File: src/design/emgbh_sqrt.sv
// ----------------------------------------------------------------------------
// emgbh_sqrt
// Iterative integer square root, one result bit per cycle.
// ----------------------------------------------------------------------------
module emgbh_sqrt (
  input  logic        clk_i,
  input  logic        rst_ni,
  input  logic        start_i,
  input  logic [31:0] operand_i,
  output logic        done_o,
  output logic [15:0] root_o
);

  logic [31:0] v_q, v_d;
  logic [31:0] root_q, root_d;
  logic [3:0]  cnt_q, cnt_d;
  logic        busy_q, busy_d;
  logic        done_q, done_d;
  logic [31:0] bitv;
  logic [32:0] trial;

  always_comb begin
    bitv   = 32'd1 << {cnt_q, 1'b0};
    trial  = {1'b0, root_q} + {1'b0, bitv};
    v_d    = v_q;
    root_d = root_q;
    cnt_d  = cnt_q;
    busy_d = busy_q;
    done_d = 1'b0;
    if (start_i) begin
      v_d    = operand_i;
      root_d = '0;
      cnt_d  = 4'd15;
      busy_d = 1'b1;
    end else if (busy_q) begin
      if ({1'b0, v_q} >= trial) begin
        v_d    = v_q - trial[31:0];
        root_d = (root_q >> 1) + bitv;
      end else begin
        root_d = root_q >> 1;
      end
      cnt_d = cnt_q - 4'd1;
      if (cnt_q == 4'd0) begin
        busy_d = 1'b0;
        done_d = 1'b1;
      end
    end
  end

  always_ff @(posedge clk_i or negedge rst_ni) begin
    if (!rst_ni) begin
      busy_q <= 1'b0;
      done_q <= 1'b0;
      cnt_q  <= '0;
    end else begin
      busy_q <= busy_d;
      done_q <= done_d;
      cnt_q  <= cnt_d;
    end
  end

  always_ff @(posedge clk_i) begin
    v_q    <= v_d;
    root_q <= root_d;
  end

  assign done_o = done_q;
  assign root_o = root_q[15:0];

endmodule

File: config.mk
export PLATFORM = sky130hd
export DESIGN_NAME = emgbh_sqrt
export DESIGN_NICKNAME = d
export VERILOG_FILES = /design/src/design/emgbh_sqrt.sv
export SDC_FILE = /design/constraint.sdc
export NUM_CORES = 1
export LEC_CHECK = 0
export ABC_AREA = 1
export CORE_AREA = 4 4 124 150
export DETAILED_ROUTE_END_ITERATION = 12
export DIE_AREA = 0 0 128 154
export DONT_BUFFER_PORTS = 1
export HOLD_SLACK_MARGIN = 0.06
export REMOVE_ABC_BUFFERS = 1
export SETUP_SLACK_MARGIN = 0.1
export SLEW_MARGIN = 40
export SYNTH_ARGS = -nofsm -noshare
export SYNTH_HDL_FRONTEND = slang
export SYNTH_SLANG_ARGS = --single-unit
File: constraint.sdc
create_clock -name clk_i -period 7.1 [get_ports clk_i]
set_clock_uncertainty 0.1 [all_clocks]
set_input_delay 0.355 -clock clk_i [delete_from_list [all_inputs] [get_ports clk_i]]
set_output_delay 0.355 -clock clk_i [all_outputs]
set_load 0.005 [all_outputs]
# Yosys cells after proc, flatten, opt, wreduce, memory -nomap -nowiden
# Cells that the tools add are included.
dict set report classes {
  add_sub_neg 4
  n_lt_le_gt_ge 1
  shift 1
  n_mux 12
  n_reduce_logical 4
}
# operator n
set ops {}
lappend ops {{two-way mux 32 bit} 4}
lappend ops {{adder 32 x 32 -> 33 bit} 1}
lappend ops {{greater-or-equal comparator 32 x 33 -> 1 bit} 1}
lappend ops {{adder 31 x 32 -> 32 bit} 1}
lappend ops {{<< shifter 1 x 5 -> 32 bit, first input constant} 1}
lappend ops {{subtractor 32 bit} 1}
lappend ops {{two-way mux 4 bit} 2}
lappend ops {{two-way mux 1 bit} 6}
lappend ops {{logical NOT 4 bit} 1}
lappend ops {{nonzero test 2 bit} 2}
lappend ops {{subtractor 4 x 1 -> 4 bit, second input constant} 1}
lappend ops {{AND reduction 2 bit} 1}
dict set report word_totals {
  regBits 70
  out_inout_bits 17
  elab_cells 27
}

# Longest topological paths before layout
dict set report logic_depth {
  ltp_word 6
  ltp_mapped 34
  depth_no_buf 34
}

# Least setup slack after synthesis
# No wires, ideal clock.
dict set report synth_timing {
  kind {register to register}
  from {register cnt_q[1]}
  to {register v_q[0] (enable)}
  setup_ps 425
  t_arrival_ps 5024
  required_time_ps 6575
  path_slack_ps 1551
  path_stages_with_launch 31
  path_buffers 1
  synth_period_minus_slack_ps 5549
  path_cell_list {dfrtp_1 inv_1 ha_1 inv_1 nor3_1 ha_1 nand3_1 nand2_1 inv_1 o21ai_1 nand2_1 nand2_1 nand2_1 o21ai_1 nand2_1 nand2_1 nand2_1 nand3b_1 nand2_1 ha_1 nand2_1 nor2_1 and2_2 and3_1 nand2_1 nand2_1 inv_1 nand2_4 nand2_4 buf_2 o21ai_1}
}
dict set report synth_between {
  elab_chain_len 5
}
# element line
set synth_rtl {}
lappend synth_rtl {{start, declared} 16} ;# logic [3:0] cnt_q, cnt_d;
lappend synth_rtl {{start signal, assigned} 58} ;# cnt_q <= cnt_d;
lappend synth_rtl {{<< shifter 1 x 5 -> 32 bit} 23} ;# bitv = 32'd1 << {cnt_q, 1'b0};
lappend synth_rtl {{adder 32 x 32 -> 33 bit} 24} ;# trial = {1'b0, root_q} + {1'b0, bitv};
lappend synth_rtl {{greater-or-equal comparator 32 x 33 -> 1 bit} 36} ;# if ({1'b0, v_q} >= trial) begin
lappend synth_rtl {{nonzero test 2 bit (no source line)} -}
lappend synth_rtl {{AND reduction 2 bit (no source line)} -}
lappend synth_rtl {{end signal, assigned} 63} ;# v_q <= v_d;
lappend synth_rtl {{end, declared} 14} ;# logic [31:0] v_q, v_d;
# No other way between the ends.
# A chain may end at the register's enable or synchronous reset.

# Final worst setup path
dict set report layout_timing {
  from {register cnt_q[0]}
  to {register v_q[30] (enable)}
}
# The elaborated chain is that of the path after synthesis.

==> out/summary.txt <==
Global-route wire length before repair -> 43.1 mm
Most frequent cells after synthesis -> 466 x nand2_1, 185 x inv_1, 105 x nand3_1
Post-synthesis cell count -> 1,383
Overall Power -> 3370 uW
Post-synth top area share -> 0.206
FF-to-FF path depth -> 27
Post-CTS resize count -> 0
CTS root buf -> clkbuf_16
Gr ovfl total -> 0
Status -> finished clean
Fin. max-slew vios -> 0
Largest area contributor in the netlist -> nand2_1
GPL Wtd Cong -> 0.953
CTS tree -> built
First-pass iteration count of the detailed router -> 5
Top-count cell post-synth -> nand2_1
Worst setup EP type -> flop
Clk slew on worst S/H paths -> 0.07 ns
Core Area -> 17,200 um^2
Total number of vias -> 8,526
Drt drc -> 0
Area Growth Syn to Fin -> 4.22%
Clock sink total -> 70
Most used DFF post-synth -> edfxtp_1
Reg2reg setup slack -> 1.31 ns
Initial Util -> 0.492
CP arrival -> 5.69 ns
Max-Cap Viols -> 0
DRT iter0 DRCs -> 494
Final worst path period share -> 0.815
Vias in the first global route -> 8,357
Vias per cell -> 5.41
Hold Fails Final Rpt -> 0
IO Count -> 52
Finish-stage setup viols -> 0
Power per cell area -> 381 nW/um^2
Clock Tree Buf Depth -> 2
Cell variety after synth -> 52
Worst slew pin tran -> 0.735 ns
DP HPWL -> 21.8 mm
Filler cells -> 1,882
Minimum clock period -> 5.79 ns
Die Span Y -> 154 um
Worst min-delay path category -> in2reg
VDD IR-drop max -> 0.219 mV
Req. time, crit path -> 7.00 ns
WL/cell -> 17.1 um
Row cnt -> 53
DIE AREA -> 19,700 um^2
Port Buf Inserts -> 0
Gr usage total -> 0.278
Crit-path max FO -> 32
Crit path from -> cnt_q[0]
Relative slew slack -> 0.505
Routed wire length -> 26.9 mm
Total CTS buffers -> 9
# diodes -> 0
Fraction of layout cells with a size suffix above 1 -> 0.0590
Fmax -> 173 MHz
Final Util -> 0.513
HP Start -> start_i
Worst setup path class -> reg2reg
Area contributors post-synth -> nand2_1 21%, edfxtp_1 11%, ha_1 10%
WHS Path Cells -> 2
Hold slack -> 0.0883 ns
Net count reported at finish -> 1,457
RR Startpoint -> cnt_q[0]
H-Tree Depth -> 3
Die W -> 128 um
Dpl cell area -> 8470 um^2
Leak pwr -> 0.00423 uW
Critical Path Start Type -> flop
Largest net degree at the start of global routing -> 42
Ys async rst share -> 0.0857
RSZ-0062 raised after global routing -> no
Initial antenna violation count -> 0
Synth Cell Area -> 8480 um^2
ANT nets after route -> 0
Post-Syn Area per Cell -> 6.13 um^2
Synth Warn # -> 0
Setup tns final -> 0 ns
#FFs+latches synth -> 70
EDFF count, synth -> 32
Worst-skew pair later-pin latency -> 0.36 ns
Final Cell Area -> 8840 um^2
Sequential-to-total area share from yosys stat -> 0.206
[layout by cell type (no fill, tap or decap), types with 16 or more instances in the layout]
| cell type | Yosys | routed |
|---|---|---|
| nand4_1 | 24 | 24 |
| nand2_2 | 17 | 17 |
| nand2_1 | 466 | 466 |
| inv_1 | 185 | 185 |
| xor2_1 | 24 | 24 |
| or2_2 | 16 | 16 |
| nand3_1 | 105 | 105 |
| edfxtp_1 | 32 | 32 |
| ha_1 | 69 | 69 |
| o21ai_0 | 52 | 52 |
| dfxtp_1 | 32 | 32 |
| nor3_1 | 35 | 35 |
| xnor2_1 | 21 | 21 |
| a21oi_1 | 66 | 66 |
| nor2_1 | 97 | 96 |
[metal layers]
metal / track usage / wire length [um] / vias to the layer above / part of all wire
met3: 0.0271 / 1020 / 57 / 0.038
met4: 0.134 / 1160 / 0 / 0.043
li1: - / - / 4410 / -
met2: 0.492 / 13400 / 183 / 0.50
met1: 0.334 / 11400 / 3876 / 0.42
met5: 0 / 0 / - / 0
[power by group]
part,internal [uW],switching (uW)
sequential,617,143
combinational,702,1370
clock,331,199
total,1650,1720
[path summary, 6_finish.rpt]
path | to
hold reg to reg | root_q[0]
setup / recovery | v_q[30]
max in group asynchronous | cnt_q[3]
hold / removal | v_q[26]
min in group asynchronous | busy_q
setup reg to reg | v_q[30]
[sequential cells by signal, indices dropped and copies added (netlist names)]
name    flops
root_q     32
busy_q      1
cnt_q       4
v_q        32
done_o      1
[through the flow]
stage	instances	setup slack [ns]
2_1_floorplan	1334	1.47
3_3_place_gp	1558	1.47
3_5_place_dp	1558	1.37
4_1_cts	1577	1.33
5_1_grt	1577	0.832
6_report	1577	1.31
[area by class of cell]
class / instances / area, um^2 / area share
well taps: 220 / 275 / 0.0311
clock buffers: 10 / 250 / 0.0283
inverters: 189 / 709 / 0.0802
multi-input cells: 1075 / 5700 / 0.645
clock inverters: 6 / 91.3 / 0.0103
flip-flops and latches: 70 / 1750 / 0.198
repair buffers: 7 / 60.1 / 0.00679
[worst max-delay path, cell delays in order, from the launching register on]
cell and delay [ns]:
dfrtp_1 0.42, inv_1 0.14, ha_1 0.16, inv_1 0.09, nor3_1 0.50, ha_1 0.30, nand3_1 0.08, nand2_1 0.11
inv_1 0.05, o21ai_1 0.17, nand2_1 0.10, nand2_1 0.09, nand2_1 0.13, o21ai_1 0.40, a21oi_1 0.14, xor2_1 0.18
ha_1 0.42, nand2_1 0.10, nor2_1 0.17, nand2_1 0.09, nor2_1 0.09, nand2_1 0.06, nand2_1 0.09, nand2_2 0.08
nand2_4 0.25, nand2_4 0.26, o21ai_2 0.21, buf_4 0.40
[logic make-up after synthesis]
logic type	count (synthesis)	synth area share
AO/OA/AOI/OAI	171	0.115
flip-flops	70	0.206
adder cells (fa/ha/maj)	70	0.104
buffers and inverters	238	0.123
XOR/XNOR	45	0.0465
AND/OR/NAND/NOR	789	0.405
[timing repair]
action,in CTS,in global routing
buffers inserted,0,0
endpoints found under the hold margin,17,0
hold buffers,3,0
No activity file was read; power rests on OpenSTA's default activity.
