## src/design/emgbh_div.sv

```systemverilog
// ----------------------------------------------------------------------------
// emgbh_div
// Restoring divider by a 16-bit divisor, one quotient bit per cycle.
// ----------------------------------------------------------------------------
module emgbh_div #(
  parameter int DVW = 25
) (
  input  logic           clk_i,
  input  logic           rst_ni,
  input  logic           start_i,
  input  logic [DVW-1:0] dividend_i,
  input  logic [15:0]    divisor_i,
  output logic           done_o,
  output logic [DVW-1:0] quot_o
);

  localparam int CNW = $clog2(DVW + 1);

  logic [DVW-1:0] dvd_q, dvd_d;
  logic [15:0]    rem_q, rem_d;
  logic [15:0]    dsr_q, dsr_d;
  logic [CNW-1:0] cnt_q, cnt_d;
  logic           busy_q, busy_d;
  logic           done_q, done_d;
  logic [16:0]    trial;
  logic           qbit;

  always_comb begin
    trial  = {rem_q, dvd_q[DVW-1]};
    qbit   = trial >= {1'b0, dsr_q};
    dvd_d  = dvd_q;
    rem_d  = rem_q;
    dsr_d  = dsr_q;
    cnt_d  = cnt_q;
    busy_d = busy_q;
    done_d = 1'b0;
    if (start_i) begin
      dvd_d  = dividend_i;
      rem_d  = '0;
      dsr_d  = divisor_i;
      cnt_d  = CNW'(DVW);
      busy_d = 1'b1;
    end else if (busy_q) begin
      rem_d = qbit ? 16'(trial - {1'b0, dsr_q}) : trial[15:0];
      dvd_d = {dvd_q[DVW-2:0], qbit};
      cnt_d = cnt_q - CNW'(1);
      if (cnt_q == CNW'(1)) begin
        busy_d = 1'b0;
        done_d = 1'b1;
      end
    end
  end

  always_ff @(posedge clk_i or negedge rst_ni) begin
    if (!rst_ni) begin
      busy_q <= 1'b0;
      done_q <= 1'b0;
      cnt_q  <= '0;
    end else begin
      busy_q <= busy_d;
      done_q <= done_d;
      cnt_q  <= cnt_d;
    end
  end

  always_ff @(posedge clk_i) begin
    dvd_q <= dvd_d;
    rem_q <= rem_d;
    dsr_q <= dsr_d;
  end

  assign done_o = done_q;
  assign quot_o = dvd_q;

endmodule

```

## config.mk

```make
export PLATFORM = sky130hd
export DESIGN_NAME = emgbh_div
export DESIGN_NICKNAME = d
export VERILOG_FILES = /design/src/design/emgbh_div.sv
export SDC_FILE = /design/constraint.sdc
export NUM_CORES = 1
export LEC_CHECK = 0
export BUFFER_PORTS_ARGS = -buffer_cell sky130_fd_sc_hd__buf_2
export CORE_MARGIN = 2
export CORE_UTILIZATION = 49
export DETAILED_ROUTE_END_ITERATION = 7
export GPL_ROUTABILITY_DRIVEN = 0
export PLACE_DENSITY = 0.78
export SLEW_MARGIN = 5
export SYNTH_ARGS = -nofsm -noshare
export SYNTH_HDL_FRONTEND = slang
export SYNTH_SLANG_ARGS = --single-unit
```

## constraint.sdc

```tcl
create_clock -name clk_i -period 2.1 [get_ports clk_i]
set_input_delay 0.105 -clock clk_i [delete_from_list [all_inputs] [get_ports clk_i]]
set_output_delay 0.105 -clock clk_i [all_outputs]
set_load 0.03 [all_outputs]
```

# --- After elaboration in Yosys (flattened, before gate mapping) ---
# Index checks and enable logic that the tools add are counted.
classes:
  addsub: 2
  n_lt_le_gt_ge: 1
  eq_ne: 1
  n_mux: 11
  n_reduce_logical: 1
op_table:
  columns: ["operator", "n"]
  rows:
  - ["25-bit 2-to-1 mux", 2]
  - ["17-bit by 16-bit >= comparator with 1-bit output", 1]
  - ["16-bit 2-to-1 mux", 1]
  - ["16-bit subtractor", 1]
  - ["5-bit 2-to-1 mux", 2]
  - ["1-bit 2-to-1 mux", 6]
  - ["5-bit by 1-bit == test with 1-bit output (second input constant)", 1]
  - ["5-bit by 1-bit subtractor with 5-bit output (second input constant)", 1]
  - ["2-bit nonzero test", 1]
totals:
  reg_bits: 64
  input_bits: 44
  output_inout_bits: 26
  word_cells: 22

# --- Longest topological paths before layout ---
# Gate-level depths: netlist of run 1.
logic_depth:
  ltp_word: 4
  mapped_depth: 11
  mapped_depth_nobuf: 10

# --- Worst setup path after synthesis of run 1 ---
# No wires, ideal clock.
synth_timing:
  path_type: "register to register"
  from: "reg dvd_q[24] (netlist: quot_o[24])"
  to: "reg rem_q[10]"
  setup_time_ns: 0.062
  arrival_ns: 2.339
  required_ns: 2.038
  path_slack_ns: -0.301
  stages_incl_launch_ff: 11
  synth_period_minus_slack_ns: 2.401
  cell_sequence: "edfxtp_1 -> inv_1 -> ha_1 -> fa_1 -> nand2b_1 -> a21oi_2 -> a31oi_1 -> o21ai_0 -> xnor2_1 -> or3_1 -> nand3_1"
synth_via:
  elab_chain_len: 2
synth_rtl:
  columns: ["element", "line_no", "rtl"]
  rows:
  - ["from (decl)", "19", "logic [DVW-1:0] dvd_q, dvd_d;"]
  - ["from (signal assigned)", "67", "dvd_q <= dvd_d;"]
  - ["16-bit subtractor / 17-bit by 16-bit >= comparator with 1-bit output (equally long branches)", "44, 30", null]
  - ["16-bit 2-to-1 mux (*)", "44", "rem_d = qbit ? 16'(trial - {1'b0, dsr_q}) : trial[15:0];"]
  - ["to (signal assigned)", "68", "rem_q <= rem_d;"]
  - ["to (decl)", "20", "logic [15:0] rem_q, rem_d;"]
# Every way passes the cells marked *; elsewhere a longest branch is shown, timed or not.
# A chain may end at the register's enable or synchronous reset.

# --- Worst setup path after layout of run 1 ---
layout_timing:
  from: "reg dsr_q[1]"
  to: "reg rem_q[15]"
layout_via:
  elab_chain_len: 2
layout_rtl:
  columns: ["element", "line_no", "rtl"]
  rows:
  - ["from (decl)", "21", "logic [15:0] dsr_q, dsr_d;"]
  - ["from (signal assigned)", "69", "dsr_q <= dsr_d;"]
  - ["16-bit subtractor / 17-bit by 16-bit >= comparator with 1-bit output (equally long branches)", "44, 30", null]
  - ["16-bit 2-to-1 mux (*)", "44", null]
# Marks and branches as above.

==> results of run 1 <==
## flip-flops by register name, indices dropped and copies added, names as in the netlist
signal / flops
quot_o: 25
busy_q: 1
rem_q: 16
done_o: 1
dsr_q: 16
cnt_q: 5
## worst register-to-register path, cell delays in order (launching register included)
cell	delay, ns
edfxtp_1	0.37
inv_2	0.06
ha_4	0.27
nor2b_4	0.14
o2111ai_2	0.13
a21oi_2	0.18
o21ai_1	0.11
a22o_2	0.29
buf_4	0.15
buf_6	0.13
a32oi_1	0.22
o21ai_1	0.10
## stage by stage
step	hold WS [ns]	util (%)	setup TNS [ns]
CTS	0.0391	65.9	-0.173
finish	0.0565	68.6	-1.25
global placement	-0.0550	58.9	-0.0655
global route	0.0578	68.6	-3.22
floorplan	-0.191	-	-0.452
detailed placement	-0.0540	58.9	-0.619
## how the worst min path moves through the flow
stage / to / slack (ns) / cells after the start
after global placement: done_o / -0.06 / 1
after detailed placement: done_o / -0.05 / 1
final: quot_o[0] / 0.06 / 3
after floorplan: busy_q / -0.19 / 0
after global routing: quot_o[9] / 0.06 / 2
after CTS: quot_o[0] / 0.04 / 3
## logic make-up after synthesis
logic type,after synthesis
mux,28
fa+ha+maj,19
compound gates,56
flops,64
xor+xnor,16
buf+inv,33
simple gates,79
## layer usage
metal	global-route usage [%]	vias up	routed length, µm
met5	0	-	0
met4	11.6	0	139
met3	4.45	17	497
met2	36.7	110	4000
met1	26.8	1316	3460
li1	-	1307	-
## synth_stat cells (all sizes together), types with 2 or more instances
| library cell | n |
|---|---|
| ha | 18 |
| and3 | 2 |
| dfxtp | 16 |
| clkbuf | 7 |
| buf | 5 |
| a221oi | 2 |
| o21ai | 13 |
| nor3 | 3 |
| mux2i | 4 |
| or2b | 2 |
| nand2b | 10 |
| a32oi | 5 |
| a31oi | 2 |
| inv | 21 |
| a211oi | 5 |
| or3 | 5 |
| xnor2 | 10 |
| dfrtp | 7 |
| mux2 | 24 |
| a21boi | 3 |
| xor2 | 6 |
| a21oi | 9 |
| nand2 | 19 |
| nor2b | 2 |
| nand3 | 13 |
| edfxtp | 41 |
| nor2 | 18 |
| a21o | 6 |
| o311ai | 3 |
## power by group
| part | internal, µW | switching [µW] |
|---|---|---|
| Combinational | 274 | 331 |
| Clock | 664 | 461 |
| Sequential | 1440 | 53.1 |
## area by class of cell
class / count / area (µm²)
Clock buffer: 12 / 135
Sequential cell: 64 / 1730
Multi-Input combinational cell: 198 / 1710
Inverter: 21 / 78.8
Tap cell: 80 / 100
Clock inverter: 4 / 68.8
Fill cell: 460 / 2110
Timing Repair Buffer: 118 / 790
## timing repair
action | CTS | global route
gates resized for setup | 13 | 23
buffers inserted | 1 | 5
hold buffers | 17 | 0
pin swaps | 3 | 12
endpoints found under the hold margin | 23 | 0
gates cloned | 0 | 2
setup endpoints to repair | 14 | 17
==> results by group, run 1 <==
Cells and area
  • Post-route design area: 4610 µm²
  • Nets: 475
  • Commonest non-fill, non-tap cell in the layout: buf_2
  • Share of post-route cells with drive strength above 1: 42.0%
  • Area grow syn2layout: 36.8%
  • Commonest non-fill, non-tap cells in the layout: 69 x buf_2, 41 x edfxtp_1, 29 x buf_4
  • Finished Layout Cells: 497
  • Antenna Diode Count: 0

Critical path
  • Data required time of the worst path: 2.32 ns
  • Reg-to-Reg Start: dsr_q[1]
  • FF-to-FF path depth: 11
  • Crit start category: flip-flop
  • Crit-path max FO: 6
  • CP endpoint kind: flip-flop
  • Crit path from: dsr_q[1]
  • Crit path max-delay cell type: edfxtp_1
  • CP max stage delay: 0.37 ns
  • Reg2Reg Setup Slack: -0.18 ns
  • Worst Setup EP: rem_q[15]
  • Setup Crit Path Kind: reg2reg
  • Cell with the most instances on the worst path: o21ai_1
  • Worst path arrival time: 2.50 ns
  • Worst r2r dst: rem_q[15]
  • Cell family with most CP delay: compound AO/OA/AOI/OAI gates
  • Cells along the critical path: inv_2, ha_4, nor2b_4, o2111ai_2, a21oi_2, o21ai_1, a22o_2, buf_4, buf_6, a32oi_1, o21ai_1
  • Crit path depth: 11
  • Worst path bufs/invs: 3

Placement
  • DP Wirelength: 5.10 mm
  • Cells after DPL: 456
  • Post-DP Area: 3960 µm²
  • Count of input and output buffers: 69
  • Pre-CTS setup slack: -0.0861 ns

STA
  • Max-slew headroom: 64.6%
  • Final period util: 109%
  • RSZ-0062 raised after global routing: true
  • Fmax: 438 MHz
  • Final hold viol count: 0
  • Setup Viol. Count Final: 15
  • Slew @ Worst Pin: 0.530 ns
  • Final slew viol count: 0
  • Min Tclk post-route: 2.28 ns
  • Clock skew: 0.0142 ns
  • Final setup margin: -0.183 ns

Synth
  • Post-synthesis sequential area ratio: 51.2%
  • Ys flop type: edfxtp_1
  • Synthesized cell area: 3370 µm²
  • Adder-Cell Fraction of Synth Area: 7.28%
  • Synthesized flop and latch total: 64
  • Simple-gate share of the synthesized area: 12.0%
  • Cell count after synthesis: 295
  • Synth top area cells: edfxtp_1 37%, dfxtp_1 9.5%, mux2_2 8.0%
  • Largest family of logic cells by synthesized area: simple AND/OR/NAND/NOR gates
  • Ys async rst share: 10.9%
  • Average size of a mapped cell: 11.4 µm²
  • Post-synth cell types: 52
  • Synthesized Nets: 358
  • Post-synthesis mux area share: 9.21%
  • Complex-gate fraction of the synthesized area: 11.6%
  • Number of flops mapped to enable cells by yosys: 41
  • Yosys top cell area share: 36.5%
  • Post-Synth XOR/XNOR Area: 4.16%
  • Synth area leader: edfxtp_1
  • YS warnings: 0

Global routing
  • Remaining Overflow, GRT: 0
  • Largest net degree at the start of global routing: 32
  • First-pass GRT wire length: 12.8 mm
  • Vias in the first global route: 2839
  • Overall global routing resource usage: 22.0%
  • Initial antenna violation count: 0

Clocking
  • Clk sinks: 64
  • CTS buffer count: 9
  • H-tree levels: 3
  • CTS tree: built
  • Worst skew pair latency: 0.34 ns
  • Clock buffer depth: 2
  • Clock root cell: clkbuf_8
  • Clock Pin Slew Worst Setup and Hold Paths: 0.08 ns

Status
  • Failing checks: negative setup slack
  • Outcome: finished, violations left

Drt
  • TritonRoute pass-1 iters: 4
  • Drt first-iter violations: 175
  • DRC Markers: 0
  • Vias: 2750
  • DR vias/cell: 5.53
  • Wirelength per Cell: 16.3 µm
  • DRT Wirelength: 8.10 mm
  • Post-route ant nets: 0

Die
  • Io pins: 70
  • CORE AREA: 6720 µm²
  • Die width: 86.9 µm
  • Area of the die: 7560 µm²
  • Initial Util: 50.2%
  • Row count: 30
  • Die Ht: 86.9 µm

Flow run
  • Max Cap Violations: 0

Power and ir drop
  • Pwr dens: 699 nW/µm²
  • Design Power: 3230 µW
  • Max rail drop VDD: 0.000661 V
  • LEAKAGE: 0.00205 µW

Min path
  • Worst min path class: in2reg
  • Hold_sp: dividend_i[0]
(Power assumes the default switching activity.)
==> inputs of run 2 (changes only) <==
- BUFFER_PORTS_ARGS: -buffer_cell sky130_fd_sc_hd__buf_2 -> -buffer_cell sky130_fd_sc_hd__buf_4
==> run 2 against run 1 <==
Worst setup slack improved by 0.041 ns; largest cell class is now multi-input combinational cells; clock power increased by 24%; critical path depth decreased by 2; critical path type unchanged; hold slack got worse by 0.0070 ns; global-route usage increased by 0.49 points; largest power group unchanged; critical endpoint is now rem_q[4]; the flow still finishes with violations (negative setup slack).
==> results by group, run 2 (synthesis gave the netlist of run 1 again) <==
Die
  • Area of the die: 7560 µm² (unchanged)
  • Initial Util: 50.2% (unchanged)
  • Die width: 86.9 µm (unchanged)
  • Io pins: 70 (unchanged)
  • CORE AREA: 6720 µm² (unchanged)
  • Die Ht: 86.9 µm (unchanged)
  • Row count: 30 (unchanged)

Critical path
  • Worst r2r dst: rem_q[4] (was rem_q[15])
  • FF-to-FF path depth: 9 (was 11)
  • Data required time of the worst path: 2.38 ns (was 2.32 ns)
  • Worst path arrival time: 2.53 ns (was 2.50 ns)
  • CP max stage delay: 0.40 ns (was 0.37 ns)
  • Crit-path max FO: 6 (unchanged)
  • Worst path bufs/invs: 2 (was 3)
  • Cell family with most CP delay: simple AND/OR/NAND/NOR gates (was compound AO/OA/AOI/OAI gates)
  • Crit path max-delay cell type: ha_1 (was edfxtp_1)
  • Setup Crit Path Kind: reg2reg (unchanged)
  • CP endpoint kind: flip-flop (unchanged)
  • Reg-to-Reg Start: dsr_q[10] (was dsr_q[1])
  • Reg2Reg Setup Slack: -0.14 ns (was -0.18 ns)
  • Cells along the critical path: inv_1, ha_1, nand4_1, nor2_4, a311oi_2, a22o_4, buf_12, or3_1, nand3_1 (was inv_2, ha_4, nor2b_4, o2111ai_2, a21oi_2, o21ai_1, a22o_2, buf_4, buf_6, a32oi_1, o21ai_1)
  • Crit start category: flip-flop (unchanged)

Drt
  • Vias: 2806 (was 2750)
  • DRC Markers: 0 (unchanged)
  • DRT Wirelength: 8.61 mm (was 8.10 mm)
  • Wirelength per Cell: 17.3 µm (was 16.3 µm)
  • TritonRoute pass-1 iters: 5 (was 4)
  • Drt first-iter violations: 146 (was 175)
  • Post-route ant nets: 0 (unchanged)
  • DR vias/cell: 5.62 (was 5.53)

Power and ir drop
  • Switching power: 876 µW (was 844 µW)
  • Clock network power share: 39.1% (was 34.9%)
  • Max rail drop VDD: 0.000445 V (was 0.000661 V)
  • LEAKAGE: 0.00215 µW (was 0.00205 µW)
  • Combinational share of power: 18.6% (was 18.7%)
  • Pwr dens: 723 nW/µm² (was 699 nW/µm²)
  • Switch share: 24.7% (was 26.2%)
  • Reg power frac: 42.2% (was 46.4%)
  • Internal: 2670 µW (was 2380 µW)
  • Design Power: 3550 µW (was 3230 µW)

Clocking
  • Clk sinks: 64 (unchanged)
  • H-tree levels: 3 (unchanged)
  • Worst skew pair latency: 0.35 ns (was 0.34 ns)
  • Clock root cell: clkbuf_8 (unchanged)
  • Clock buffer depth: 2 (unchanged)
  • CTS tree: built (unchanged)
  • Clock Pin Slew Worst Setup and Hold Paths: 0.07 ns (was 0.08 ns)
  • CTS buffer count: 9 (unchanged)

Cells and area
  • # fillers: 435 (was 460)
  • Share of post-route cells with drive strength above 1: 44.2% (was 42.0%)
  • Antenna Diode Count: 0 (unchanged)
  • Commonest non-fill, non-tap cells in the layout: 99 x buf_4, 41 x edfxtp_1, 24 x mux2_2 (was 69 x buf_2, 41 x edfxtp_1, 29 x buf_4)
  • Nets: 477 (was 475)
  • Finished Core Util: 73.1% (was 68.6%)
  • Max FFs per register: 25 (unchanged)
  • Area grow syn2layout: 45.7% (was 36.8%)
  • Commonest non-fill, non-tap cell in the layout: buf_4 (was buf_2)

Global routing
  • Largest net degree at the start of global routing: 34 (was 32)
  • Remaining Overflow, GRT: 0 (unchanged)
  • Overall global routing resource usage: 22.5% (was 22.0%)
  • Vias in the first global route: 2811 (was 2839)
  • Initial antenna violation count: 0 (unchanged)
  • First-pass GRT wire length: 13.1 mm (was 12.8 mm)

Min path
  • Hold_sp: dividend_i[0] (unchanged)
  • WHS Path Cells: 3 (unchanged)
  • Worst min path class: in2reg (unchanged)
  • Hold endpoint: quot_o[0] (unchanged)

STA
  • Final setup margin: -0.143 ns (was -0.183 ns)
  • Setup Viol. Count Final: 16 (was 15)
  • Max-slew headroom: 66.8% (was 64.6%)
  • Min Tclk post-route: 2.24 ns (was 2.28 ns)
  • Final hold viol count: 0 (unchanged)
  • RSZ-0062 raised after global routing: true (unchanged)
  • Final slew viol count: 0 (unchanged)
  • Clock skew: 0.0108 ns (was 0.0142 ns)
  • Slew @ Worst Pin: 0.498 ns (was 0.530 ns)
  • Fmax: 446 MHz (was 438 MHz)
  • Final period util: 107% (was 109%)

Status
  • Failing checks: negative setup slack (unchanged)
  • Outcome: finished, violations left (unchanged)

Placement
  • DP Wirelength: 5.30 mm (was 5.10 mm)
  • Count of input and output buffers: 69 (unchanged)

Flow run
  • Max Cap Violations: 0 (unchanged)
==> run 2: changes by cell type in the layout (fill, tap and decap cells not counted), moves of 2 or more <==
| cell | previous run | this run |
|---|---|---|
| bufinv_16 | 2 | 4 |
| a32oi_1 | 5 | 1 |
| buf_2 | 69 | 0 |
| ha_1 | 10 | 12 |
| buf_4 | 29 | 99 |
| clkbuf_1 | 3 | 1 |
| ha_4 | 7 | 5 |
| a32oi_2 | 0 | 4 |
==> run 2: area by class of cell <==
cell class              instances  area [µm²]  share of cell area [%]
clock buffers                  10         128                    2.60
clock inverters                 6         131                    2.67
inverters                      21        78.8                    1.60
multi-input cells             198        1750                    35.6
flip-flops and latches         64        1730                    35.2
well taps                      80         100                    2.04
repair buffers                120        1000                    20.4
==> run 2: power groups by stage <==
stage | Combinational, µW | Clock (µW) | Sequential [µW]
floorplan | 241 | 0 | 1610
global placement | 566 | 0 | 1520
finish | 662 | 1390 | 1500
detailed placement | 579 | 0 | 1520
global route | 706 | 1470 | 1510
CTS | 635 | 1410 | 1500
==> run 2: worst max-delay path by stage <==
stage,from,end,slack (ns),cells past startpoint
after floorplan,quot_o[24],rem_q[10],-0.13,10
after global routing,dsr_q[10],rem_q[6],-0.22,9
after detailed placement,dsr_q[3],rem_q[8],-0.14,10
after CTS,dsr_q[0],rem_q[8],-0.09,9
final,dsr_q[10],rem_q[4],-0.14,9
after global placement,dsr_q[3],rem_q[8],-0.05,10
==> run 2: through the flow <==
| step | hold slack [ns] | setup TNS [ns] | setup WS [ns] | instance area, µm² | std cells |
|---|---|---|---|---|---|
| after CTS | 0.0316 | -0.375 | -0.0884 | 4760 | 497 |
| after floorplan | -0.191 | -0.452 | -0.132 | 3400 | 295 |
| after detailed placement | -0.0773 | -1.06 | -0.139 | 4170 | 461 |
| final | 0.0495 | -0.793 | -0.143 | 4910 | 499 |
| after global placement | -0.0777 | -0.117 | -0.0547 | 4170 | 461 |
| after global routing | 0.0531 | -2.71 | -0.222 | 4910 | 499 |
==> run 2: what timing repair did <==
| item | CTS | global route |
|---|---|---|
| gates resized for setup | 22 | 22 |
| gates cloned | 1 | 1 |
| setup endpoints to repair | 16 | 17 |
| pin swaps | 8 | 15 |
| buffers inserted | 2 | 1 |
| endpoints found under the hold margin | 23 | 0 |
| hold buffers | 17 | 0 |
==> run 2: tightest hold or removal path, stage by stage <==
cell and delay [ns]:
buf_4 0.07, nand2_1 0.04, o21ai_0 0.06
==> run 2: layer usage <==
metal	track usage (%)	routed length (µm)	up-vias
met5	0	0	-
li1	-	-	1313
met3	6.26	606	23
met1	27.3	3470	1344
met4	7.67	215	0
met2	38.4	4320	126
